[src/csrspmv_pkg.sv]
// ----------------------------------------------------------------------------
// csrspmv_pkg
// Shared types and constants for the CSR sparse matrix-vector multiply block.
// ----------------------------------------------------------------------------
package csrspmv_pkg;

  localparam int unsigned IndexW  = 20;
  localparam int unsigned ValueW  = 32;
  localparam int unsigned RowNumW = 16;
  localparam int unsigned AccW    = 64;

  // Result queue depth; must cover the pipeline stages plus a couple of slots.
  localparam int unsigned FifoDepth = 8;
  localparam int unsigned FifoPtrW  = 3;
  localparam int unsigned FifoCntW  = 4;

  localparam logic signed [AccW-1:0] SumMax32 = 64'sh0000_0000_7FFF_FFFF;
  localparam logic signed [AccW-1:0] SumMin32 = 64'shFFFF_FFFF_8000_0000;
  localparam logic signed [AccW-1:0] AccMax   = 64'sh7FFF_FFFF_FFFF_FFFF;
  localparam logic signed [AccW-1:0] AccMin   = 64'sh8000_0000_0000_0000;

  typedef enum logic [1:0] {
    FuncVecWrite = 2'd0,
    FuncNonzero  = 2'd1,
    FuncEmptyRow = 2'd2
  } func_e;

  // Control that travels with an item through the pipeline.
  typedef struct packed {
    logic valid;
    logic empty_row;
    logic row_end;
    logic bad;
  } op_t;

  typedef struct packed {
    logic signed [ValueW-1:0]  row_sum;
    logic        [RowNumW-1:0] row_number;
    logic                      saturated;
    logic                      bad_column;
  } res_t;

endpackage

[src/csrspmv_out_fifo.sv]
// ----------------------------------------------------------------------------
// csrspmv_out_fifo
// Small result queue between the pipeline and the output channel.
// ----------------------------------------------------------------------------
module csrspmv_out_fifo (
  input  logic                                 clk_i,
  input  logic                                 rst_ni,
  input  logic                                 push_i,
  input  csrspmv_pkg::res_t                    push_data_i,
  input  logic                                 pop_i,
  output logic                                 not_empty_o,
  output csrspmv_pkg::res_t                    head_o,
  output logic [csrspmv_pkg::FifoCntW-1:0]     count_o
);

  csrspmv_pkg::res_t                   entries_q [csrspmv_pkg::FifoDepth];
  logic [csrspmv_pkg::FifoPtrW-1:0]    wr_ptr_q, rd_ptr_q;
  logic [csrspmv_pkg::FifoCntW-1:0]    count_q;
  logic                                do_pop;

  assign do_pop = pop_i && (count_q != '0);

  always_ff @(posedge clk_i or negedge rst_ni) begin
    if (!rst_ni) begin
      wr_ptr_q <= '0;
      rd_ptr_q <= '0;
      count_q  <= '0;
    end else begin
      if (push_i) begin
        wr_ptr_q <= wr_ptr_q + 1'b1;
      end
      if (do_pop) begin
        rd_ptr_q <= rd_ptr_q + 1'b1;
      end
      unique case ({push_i, do_pop})
        2'b10:   count_q <= count_q + 1'b1;
        2'b01:   count_q <= count_q - 1'b1;
        default: count_q <= count_q;
      endcase
    end
  end

  always_ff @(posedge clk_i) begin
    if (push_i) begin
      entries_q[wr_ptr_q] <= push_data_i;
    end
  end

  assign not_empty_o = (count_q != '0);
  assign head_o      = entries_q[rd_ptr_q];
  assign count_o     = count_q;

endmodule

[config.mk]
export PLATFORM = sky130hd
export DESIGN_NAME = csrspmv_out_fifo
export DESIGN_NICKNAME = d
export VERILOG_FILES = /design/src/csrspmv_pkg.sv /design/src/csrspmv_out_fifo.sv
export SDC_FILE = /design/constraint.sdc
export NUM_CORES = 1
export LEC_CHECK = 0
export BUFFER_PORTS_ARGS = -buffer_cell sky130_fd_sc_hd__buf_2
export CAP_MARGIN = 15
export CORE_MARGIN = 2
export CORE_UTILIZATION = 56
export CTS_BUF_LIST = sky130_fd_sc_hd__clkbuf_4
export DETAILED_ROUTE_END_ITERATION = 10
export PLACE_DENSITY_LB_ADDON = 0.2
export SETUP_SLACK_MARGIN = 0.1
export SYNTH_ARGS = -nofsm -noshare
export SYNTH_HDL_FRONTEND = slang
export SYNTH_SLANG_ARGS = --single-unit
[constraint.sdc]
create_clock -name clk_i -period 4.4 [get_ports clk_i]
set_input_delay 0.66 -clock clk_i [delete_from_list [all_inputs] [get_ports clk_i]]
set_output_delay 0.66 -clock clk_i [all_outputs]
set_load 0.05 [all_outputs]
==> results.py <==
metrics = {
    "logic_synthesis": {
        "synth_seq_cells": 410,
        "synth.top_cell.area_share": 0.757,
        "synth_commonest_cells": "400 x edfxtp_1, 68 x mux4_1, 53 x mux2_2",
        "synth_seq_area_share": 0.773,
        "syn_avg_cell_area_um2": 25.1,
        "synth_compound_area_frac": 0.00142,
        "synth_edf_count": 400,
        "synth.cell_area_mm2": 0.0159,
        "yosys.area.top_type": "edfxtp_1",
        "synth.most_common_cell": "edfxtp_1",
        "synth_top_family_by_area": "multiplexers",
        "synth-simple-area-share": 0.00647,
        "muxShareOfSynthArea": 0.196,
        "yosysWarnings": 0,
        "synth-xor-area-share": 0.00497,
        "synth_cell_types": 26,
        "synthAdderAreaFrac": 0.00394,
        "synthArstFlopShare": 0.0244,
        "synth_area_leaders": "edfxtp_1 76%, mux4_1 11%, mux4_2 4.5%, mux2_2 3.8%, dfrtp_1 1.6%",
        "synth_fp_nets": 691,
        "syn_inst": 632,
        "synth_flop_cell": "edfxtp_1",
    },
    "sta": {
        "fin_skew_ns": 0.0301,
        "finalCritPeriodShare": 0.818,
        "max_slew_margin": 0.380,
        "tns_ns": 0,
        "finalHoldViolations": 0,
        "tightest_slew_ns": 0.928,
        "slew_violations": 0,
        "setup_ws_ns": 0.799,
        "min_period_ns": 3.60,
        "setup_viol": 0,
        "fmax_mhz": 278,
        "rsz0062_at_grt": "false",
    },
    "global_route": {
        "grt_pass1_wl_mm": 44.2,
        "overflow": 0,
        "grt_pass1_vias": 7835,
        "grt.total_usage": 0.207,
        "antenna_found_initial": 6,
        "grt_max_degree": 63,
    },
    "layout": {
        "fin_cells": 1291,
        "drive_gt1_frac": 0.397,
        "fill_cells": 1827,
        "seq_area_mm2": 0.0123,
        "syn_to_final_growth_pct": 15.1,
        "fin_nets": 889,
        "multi_input_area_mm2": 0.00345,
    },
    "die": {
        "core_area_mm2": 0.0279,
        "chipHeight_um": 172,
        "initial_core_util": 0.569,
        "die_w_um": 172,
        "dieArea_mm2": 0.0297,
        "ioPinCount": 109,
        "rows": 61,
    },
    "run": {
        "maxCapViolCount": 0,
    },
    "setup_path": {
        "path_class": "flop to primary output",
        "r2r-end": "count_o[2]",
        "cp.required_ns": 3.74,
        "cp-end-kind": "primary output",
        "r2r_slack_ns": 1.69,
        "worstPathArrival_ns": 2.94,
        "cp-start-kind": "flop",
        "ff2ff_path_depth": 10,
        "crit_path_max_fanout": 62,
        "r2r_start": "count_o[1]",
    },
    "placement": {
        "hpwl_mm": 15.9,
        "gp_congestion": 0.744,
        "place_inst": 1103,
        "pre_cts_slack_ns": 1.52,
        "io_buffers": 108,
    },
    "min_path": {
        "holdPathStages": 1,
        "hold_start": "push_data_i[28]",
        "hold_path_class": "input port to flop",
        "worstHoldEndpoint": "entries_q[3][28]",
    },
    "power_and_ir_drop": {
        "clkPwrFrac": 0.231,
        "p_int_mw": 8.14,
        "power.switching_mw": 4.70,
        "total_power_mw": 12.8,
        "powerDensity_mw_per_mm2": 703,
        "comb_power_share": 0.358,
        "p_leak_nw": 6.26,
        "pwr-share-seq": 0.410,
        "ir_drop_v": 0.000495,
        "switching_share": 0.366,
    },
    "cts": {
        "cts_setup_buffers": 0,
        "cts_repair_resize_count": 0,
        "clock-root-buffer": "clkbuf_4",
        "clkSinkCount": 410,
        "clock_latency_ns": 0.72,
        "cts_hold_buffers": 1,
        "htreeDepth": 3,
        "cts_buffers": 102,
        "clk_pin_slew_ns": 0.07,
        "clockBufferDepth": 3,
        "cts_tree": "done",
    },
    "routing": {
        "routedWlPerCell_um": 22.9,
        "wirelength_mm": 29.5,
        "postRouteAntennaNets": 0,
        "dr.pass1.iters": 4,
        "route.detailed.drc": 0,
        "vias": 7269,
        "viasPerCell": 5.63,
        "drt_iter0_drc": 432,
    },
    "outcome": {
        "status": "completed",
    },
}
[cell type report]
class / count / share of cell area
Clock buffer: 131 / 0.0539
Timing Repair Buffer: 122 / 0.0430
Tap cell: 378 / 0.0259
Inverter: 2 / 0.000411
Sequential cell: 410 / 0.672
Clock inverter: 52 / 0.0151
Multi-Input combinational cell: 192 / 0.189
Antenna cell: 4 / 0.000548
[sequential cells by signal, indices dropped and copies added (netlist names)]
| register | cells |
|---|---|
| entries_q | 400 |
| count_o | 4 |
| rd_ptr_q | 3 |
| wr_ptr_q | 3 |
[layer usage]
layer	track usage	vias to the layer above	share of wire
li1	-	3241	-
met1	0.256	3756	0.40
met2	0.351	214	0.52
met3	0.0645	52	0.063
met4	0.0694	6	0.016
met5	0	-	0.0012
[worst max-delay path, stage by stage, from the launching register on]
cell and delay [ns]:
dfrtp_4 0.97, buf_12 0.31, mux4_1 0.36, mux2_2 0.28, buf_2 0.21
[placed cells by master, fill, tap and decap left out, drive strengths merged, types with 2 or more instances in the layout]
cell type and instances:
xnor2 4, mux2 53, nand2b 3, bufinv 2
ha 5, clkinv 46, buf 121, dfrtp 10
clkbuf 131, mux4 100, clkinvlp 3, inv 3
nor3 3, nor2 7, edfxtp 400, nand2 4
xor2 5, diode 4
[cells by family (layout without fill, tap and decap cells)]
logic type	Yosys count	count (layout)
other cells	0	4
simple gates	21	21
xor+xnor	9	9
fa+ha+maj	5	5
mux	154	154
flops	410	410
compound gates	3	3
buf+inv	30	307
[through the flow]
stage	area [um^2]	util	hold slack [ns]
6_report	18300	0.655	0.181
5_1_grt	18200	0.655	0.0843
4_1_cts	18200	0.655	0.104
3_5_place_dp	17000	0.609	0.489
3_3_place_gp	17000	0.609	0.467
2_1_floorplan	15900	-	0.364
[worst max-delay path by stage]
stage | from | to | slack [ns]
floorplan | push_i | entries_q[7][0] | 1.07
detailed placement | rd_ptr_q[1] | head_o[43] | 1.52
CTS | rd_ptr_q[1] | head_o[43] | 0.67
finish | rd_ptr_q[1] | head_o[10] | 0.80
global placement | rd_ptr_q[1] | head_o[43] | 1.55
global route | rd_ptr_q[1] | head_o[9] | 0.60
[power by group through the flow]
| stage | Clock (mW) | Sequential, mW | Combinational (mW) |
|---|---|---|---|
| 3_5_place_dp | 0 | 5.36 | 4.67 |
| 3_3_place_gp | 0 | 5.31 | 4.61 |
| 6_report | 2.97 | 5.27 | 4.60 |
| 2_1_floorplan | 0 | 5.19 | 3.72 |
| 5_1_grt | 3.27 | 5.33 | 4.85 |
| 4_1_cts | 3.06 | 5.28 | 4.68 |
(Power assumes the default switching activity.)
