**src/csrspmv_pkg.sv**
```systemverilog
// ----------------------------------------------------------------------------
// csrspmv_pkg
// Shared types and constants for the CSR sparse matrix-vector multiply block.
// ----------------------------------------------------------------------------
package csrspmv_pkg;

  localparam int unsigned IndexW  = 20;
  localparam int unsigned ValueW  = 32;
  localparam int unsigned RowNumW = 16;
  localparam int unsigned AccW    = 64;

  // Result queue depth; must cover the pipeline stages plus a couple of slots.
  localparam int unsigned FifoDepth = 8;
  localparam int unsigned FifoPtrW  = 3;
  localparam int unsigned FifoCntW  = 4;

  localparam logic signed [AccW-1:0] SumMax32 = 64'sh0000_0000_7FFF_FFFF;
  localparam logic signed [AccW-1:0] SumMin32 = 64'shFFFF_FFFF_8000_0000;
  localparam logic signed [AccW-1:0] AccMax   = 64'sh7FFF_FFFF_FFFF_FFFF;
  localparam logic signed [AccW-1:0] AccMin   = 64'sh8000_0000_0000_0000;

  typedef enum logic [1:0] {
    FuncVecWrite = 2'd0,
    FuncNonzero  = 2'd1,
    FuncEmptyRow = 2'd2
  } func_e;

  // Control that travels with an item through the pipeline.
  typedef struct packed {
    logic valid;
    logic empty_row;
    logic row_end;
    logic bad;
  } op_t;

  typedef struct packed {
    logic signed [ValueW-1:0]  row_sum;
    logic        [RowNumW-1:0] row_number;
    logic                      saturated;
    logic                      bad_column;
  } res_t;

endpackage

```
**src/csrspmv_mac.sv**
```systemverilog
// ----------------------------------------------------------------------------
// csrspmv_mac
// Multiply stage, saturating row accumulator, row close and output clamp.
// ----------------------------------------------------------------------------
module csrspmv_mac #(
  parameter int unsigned FRACTION_BITS = 16
) (
  input  logic                                   clk_i,
  input  logic                                   rst_ni,
  input  csrspmv_pkg::op_t                       op_i,
  input  logic signed [csrspmv_pkg::ValueW-1:0]  coef_i,
  input  logic signed [csrspmv_pkg::ValueW-1:0]  x_i,
  output logic [1:0]                             inflight_o,
  output logic                                   push_o,
  output csrspmv_pkg::res_t                      res_o
);

  localparam int unsigned AccW = csrspmv_pkg::AccW;

  // Product stage
  csrspmv_pkg::op_t       op2_q;
  logic signed [AccW-1:0] prod_q;

  // Row state
  logic signed [AccW-1:0]                acc_q, acc_d;
  logic                                  bad_q, bad_d;
  logic [csrspmv_pkg::RowNumW-1:0]       row_cnt_q, row_cnt_d;

  // Close stage
  logic                                  emit_q, emit_d;
  logic signed [AccW-1:0]                sum_q, sum_d;
  logic                                  ebad_q, ebad_d;
  logic [csrspmv_pkg::RowNumW-1:0]       erow_q;

  logic signed [AccW-1:0] shifted;
  logic signed [AccW-1:0] raw_sum;
  logic signed [AccW-1:0] sat_sum;
  logic                   ovf;
  logic signed [AccW-1:0] acc_next;
  logic                   bad_next;

  always_ff @(posedge clk_i or negedge rst_ni) begin
    if (!rst_ni) begin
      op2_q     <= '0;
      acc_q     <= '0;
      bad_q     <= 1'b0;
      row_cnt_q <= '0;
      emit_q    <= 1'b0;
    end else begin
      op2_q     <= op_i;
      acc_q     <= acc_d;
      bad_q     <= bad_d;
      row_cnt_q <= row_cnt_d;
      emit_q    <= emit_d;
    end
  end

  always_ff @(posedge clk_i) begin
    prod_q <= AccW'(coef_i) * AccW'(x_i);
    sum_q  <= sum_d;
    ebad_q <= ebad_d;
    erow_q <= row_cnt_q;
  end

  // Back to the input format; >>> rounds toward minus infinity.
  assign shifted = prod_q >>> FRACTION_BITS;
  assign raw_sum = acc_q + shifted;
  assign ovf     = (acc_q[AccW-1] == shifted[AccW-1]) && (raw_sum[AccW-1] != acc_q[AccW-1]);

  always_comb begin
    sat_sum = raw_sum;
    if (ovf) begin
      sat_sum = acc_q[AccW-1] ? csrspmv_pkg::AccMin : csrspmv_pkg::AccMax;
    end
  end

  assign acc_next = op2_q.bad ? acc_q : sat_sum;
  assign bad_next = bad_q | op2_q.bad;

  always_comb begin
    acc_d     = acc_q;
    bad_d     = bad_q;
    row_cnt_d = row_cnt_q;
    emit_d    = 1'b0;
    sum_d     = acc_next;
    ebad_d    = bad_next;
    if (op2_q.valid) begin
      if (op2_q.empty_row) begin
        // drop any partial row and close with zero
        emit_d    = 1'b1;
        sum_d     = '0;
        ebad_d    = 1'b0;
        acc_d     = '0;
        bad_d     = 1'b0;
        row_cnt_d = row_cnt_q + 1'b1;
      end else if (op2_q.row_end) begin
        emit_d    = 1'b1;
        acc_d     = '0;
        bad_d     = 1'b0;
        row_cnt_d = row_cnt_q + 1'b1;
      end else begin
        acc_d = acc_next;
        bad_d = bad_next;
      end
    end
  end

  // Clamp the closed row to 32 bits on the way into the result queue.
  always_comb begin
    res_o.row_number = erow_q;
    res_o.bad_column = ebad_q;
    res_o.saturated  = 1'b0;
    res_o.row_sum    = sum_q[csrspmv_pkg::ValueW-1:0];
    if (sum_q > csrspmv_pkg::SumMax32) begin
      res_o.saturated = 1'b1;
      res_o.row_sum   = csrspmv_pkg::SumMax32[csrspmv_pkg::ValueW-1:0];
    end else if (sum_q < csrspmv_pkg::SumMin32) begin
      res_o.saturated = 1'b1;
      res_o.row_sum   = csrspmv_pkg::SumMin32[csrspmv_pkg::ValueW-1:0];
    end
  end

  assign push_o     = emit_q;
  assign inflight_o = {1'b0, op2_q.valid} + {1'b0, emit_q};

endmodule

```
**config.mk**
```make
export PLATFORM = sky130hd
export DESIGN_NAME = csrspmv_mac
export DESIGN_NICKNAME = d
export VERILOG_FILES = /design/src/csrspmv_pkg.sv /design/src/csrspmv_mac.sv
export SDC_FILE = /design/constraint.sdc
export NUM_CORES = 2
export LEC_CHECK = 0
export BUFFER_PORTS_ARGS = -buffer_cell sky130_fd_sc_hd__buf_2
export CORE_MARGIN = 5
export CORE_UTILIZATION = 50
export CTS_CLUSTER_SIZE = 8
export DETAILED_ROUTE_END_ITERATION = 10
export GPL_TIMING_DRIVEN = 1
export HOLD_SLACK_MARGIN = 0.08
export PLACE_DENSITY = 0.78
export SLEW_MARGIN = 25
export SYNTH_ARGS = -nofsm -noshare
export SYNTH_HDL_FRONTEND = slang
export SYNTH_SLANG_ARGS = --single-unit
```
**constraint.sdc**
```tcl
create_clock -name clk_i -period 4.51 [get_ports clk_i]
set_input_delay 0.902 -clock clk_i [delete_from_list [all_inputs] [get_ports clk_i]]
set_output_delay 0.902 -clock clk_i [all_outputs]
set_load 0.01 [all_outputs]
```
==> flow_summary.toml <==
[yosys]
synthMuxAreaShare_pct = 0.0885
synthArstFlopShare_pct = 40.0
syn-cell-area_mm2 = 0.0467
synth_area_leaders = "fa_1 46%, inv_1 8.3%, and2_1 6.7%, ha_1 6.6%, nand2_1 5.9%"
synth_top_family_by_area = "adder cells"
netlist.area_leader.share_pct = 46.4
synthFlopType = "dfxtp_1"
avgSynthCellArea_um2 = 9.18
synth-simple-area-share_pct = 16.5
synth_fp_nets = 6481
synthAdderAreaFrac_pct = 53.0
ys_warn_count = 0
ys_ff_latch = 215
synth-compound-area-share_pct = 7.40
synth_edf_count = 0
ys_seq_area_share_pct = 10.1
synth_xor_area_share_pct = 2.36
netlist_instances = 5083
synth_cell_types = 82
yosys.area.top_type = "fa_1"

[critical_path]
rr_worst_depth = 21
critPathRequiredTime_ps = 4970
cpLargestDelayFamily = "adder cells"
crit_slowest_cell = "fa_2"
crit_path_frequent_cell = "fa_1"
path_max_fanout = 6
cp-start-kind = "input pin"
worstSetupPathType = "in -> reg"
cp_num_buf_inv = 12
cp_num_cells = 29
cp.arrival_ps = 7900
end_kind = "register"
max_stage_delay_ps = 660

[floorplan]
die_w_um = 316
initial_core_util_pct = 50.2
dieArea_mm2 = 0.0996
num_rows = 112
io_pins = 123
core_area_mm2 = 0.0930
fp.dieH_um = 316

[route]
vias_per_cell = 5.47
wirelength_um = 134000
first_iter_violations = 3252
vias = 37700
ant_nets = 0
detail_route.first_pass.iterations = 6
drc = 0
wl_per_cell_um = 19.4

[placed_design]
port_buffers = 122
place_congestion = 0.950
place_area_mm2 = 0.0530
hpwl_um = 110000

[global_routing]
grt_max_degree = 67
grt_pass1_wl_um = 218000
grt-ovfl-total = 0
grt_pass1_vias = 42100
track_usage_pct = 27.2
antenna_found_initial = 11

[timing]
tns_ps = -131110
slew_headroom_pct = 30.8
post-route-period-util_pct = 165
setup_violations = 155
finalMaxSlewViolations = 0
worst_pin_slew_ps = 1040
hold_viol_final = 0
fmax_mhz = 134
fin_crit_ps = 7440
setup_ws_ps = -2930
finClkSkew_ps = 34.1
rsz0062_at_grt = "yes"
hold_ws_ps = 207

[flow_run]
maxCapViolations = 0

[outcome]
status = "complete, but fails checks"
violations = "negative setup slack"

[cells_and_area]
area_growth_pct = 21.2
drive_gt1_share_pct = 20.2
fill_cells = 7207
seq_area_mm2 = 0.00474
finalInstanceArea_mm2 = 0.0566
multi_input_area_mm2 = 0.0386
nets = 7019

[clock_tree]
cts_buffer_depth = 3
cts_max_level = 1
path_clk_slew_ps = 50
root_buffer = "clkbuf_16"
insertion_delay_ps = 570
cts_hold_buf = 0
cts_buffers = 30
cts_tree = "built"
clock_sinks = 215

[worst_hold_path]
hp-class = "in -> async"
[state kept, by name, summed over array words and instances, names as in the netlist]
register and count:
acc_q 64, sum_q 64, prod_q 48, erow_q 16, row_cnt_q 16, op2_q 4
bad_q 1, ebad_q 1, push_o 1
[placed cells by master (no fill, tap or decap), types with 31 or more instances in the layout]
master        n
xor2_1       36
fa_1       1051
buf_2        70
nand3_1      43
a21o_1       56
buf_4       547
dfrtp_1      84
and2_1      477
nor2_1      121
a21oi_1     129
ha_1        215
nand4_1      41
inv_1       998
buf_12       52
xnor2_1      85
o21ai_0      55
a21oi_2      58
fa_2         32
buf_6        74
nand2_1     716
dfxtp_1     129
clkbuf_16    31
[metal layers]
metal	global-route usage [%]	vias to the layer above	part of all wire, %
met5	0	-	0.051
met4	9.78	12	4.4
met3	5.54	471	9.5
met2	45.9	1896	48
met1	35.1	19000	38
li1	-	16400	-
[repair_timing]
action                     in CTS  in global routing
pin swaps                     203                 72
gates resized for setup       398                104
setup buffers                  62                  9
cloned                          9                  1
setup endpoints to repair     170                174
[kinds of logic after synthesis]
logic type,after synthesis
AND/OR/NAND/NOR,1580
AO/OA/AOI/OAI,535
XOR/XNOR,126
flip-flops,215
multiplexers,4
adder cells (fa/ha/maj),1328
buffers and inverters,1295
[synth_stat cells, types with 8 or more instances]
master and count:
fa_1 1083, inv_1 1027, nand2_1 731, and2_1 501, clkbuf_1 257, ha_1 245
a21oi_1 189, nor2_1 142, dfxtp_1 129, o21ai_0 105, xnor2_1 89, dfrtp_1 86
a21o_1 57, nand3_1 47, nand4_1 41, xor2_1 37, nor3_1 23, o2bb2ai_1 19
a22o_1 18, and3_1 18, a31oi_1 17, o21bai_1 17, o211ai_1 15, o21a_1 13
nand2b_1 12, nor4_1 11, and4_1 9, nor2b_1 9, nor4b_1 8, o31ai_1 8
[final cells by class]
type                            count  share of cell area (%)
Timing Repair Buffer              773                    12.2
Antenna cell                        7                  0.0310
Multi-Input combinational cell   3573                    68.3
Clock buffer                       52                    1.47
Inverter                         1028                    6.83
Clock inverter                      1                  0.0287
Tap cell                         1254                    2.77
Sequential cell                   215                    8.37
[per-stage QoR]
stage / std cells / setup slack, ps / utilization, %
global placement: 6763 / -3640 / 57.0
CTS: 6886 / -2900 / 60.3
global route: 6899 / -3170 / 60.8
finish: 6903 / -2930 / 60.8
floorplan: 5083 / -3570 / -
detailed placement: 6763 / -3760 / 57.0
[final timing paths]
path / from / end / slack [ps]
setup / recovery: coef_i[31] / prod_q[62] / -2930
hold / removal: rst_ni / row_cnt_q[15] / 210
setup reg to reg: acc_q[15] / sum_q[61] / -330
hold reg to reg: row_cnt_q[15] / erow_q[15] / 400
max in group asynchronous: rst_ni / acc_q[42] / 3350
min in group clk_i: row_cnt_q[15] / erow_q[15] / 400
[worst reg2reg max path: cells and delay by family (launching register included)]
| family | cells | cell delay, ps |
|---|---|---|
| muxes | 1 | 240 |
| and+or+nand+nor | 3 | 640 |
| adders and majority gates | 2 | 800 |
| buffers and inverters | 4 | 550 |
| DFF | 1 | 440 |
| AOI/OAI and AO/OA | 11 | 2040 |
Power is left out: the tool's default activity adds up to more than one toggle a clock period on the data nets, which glitch-free logic cannot reach.
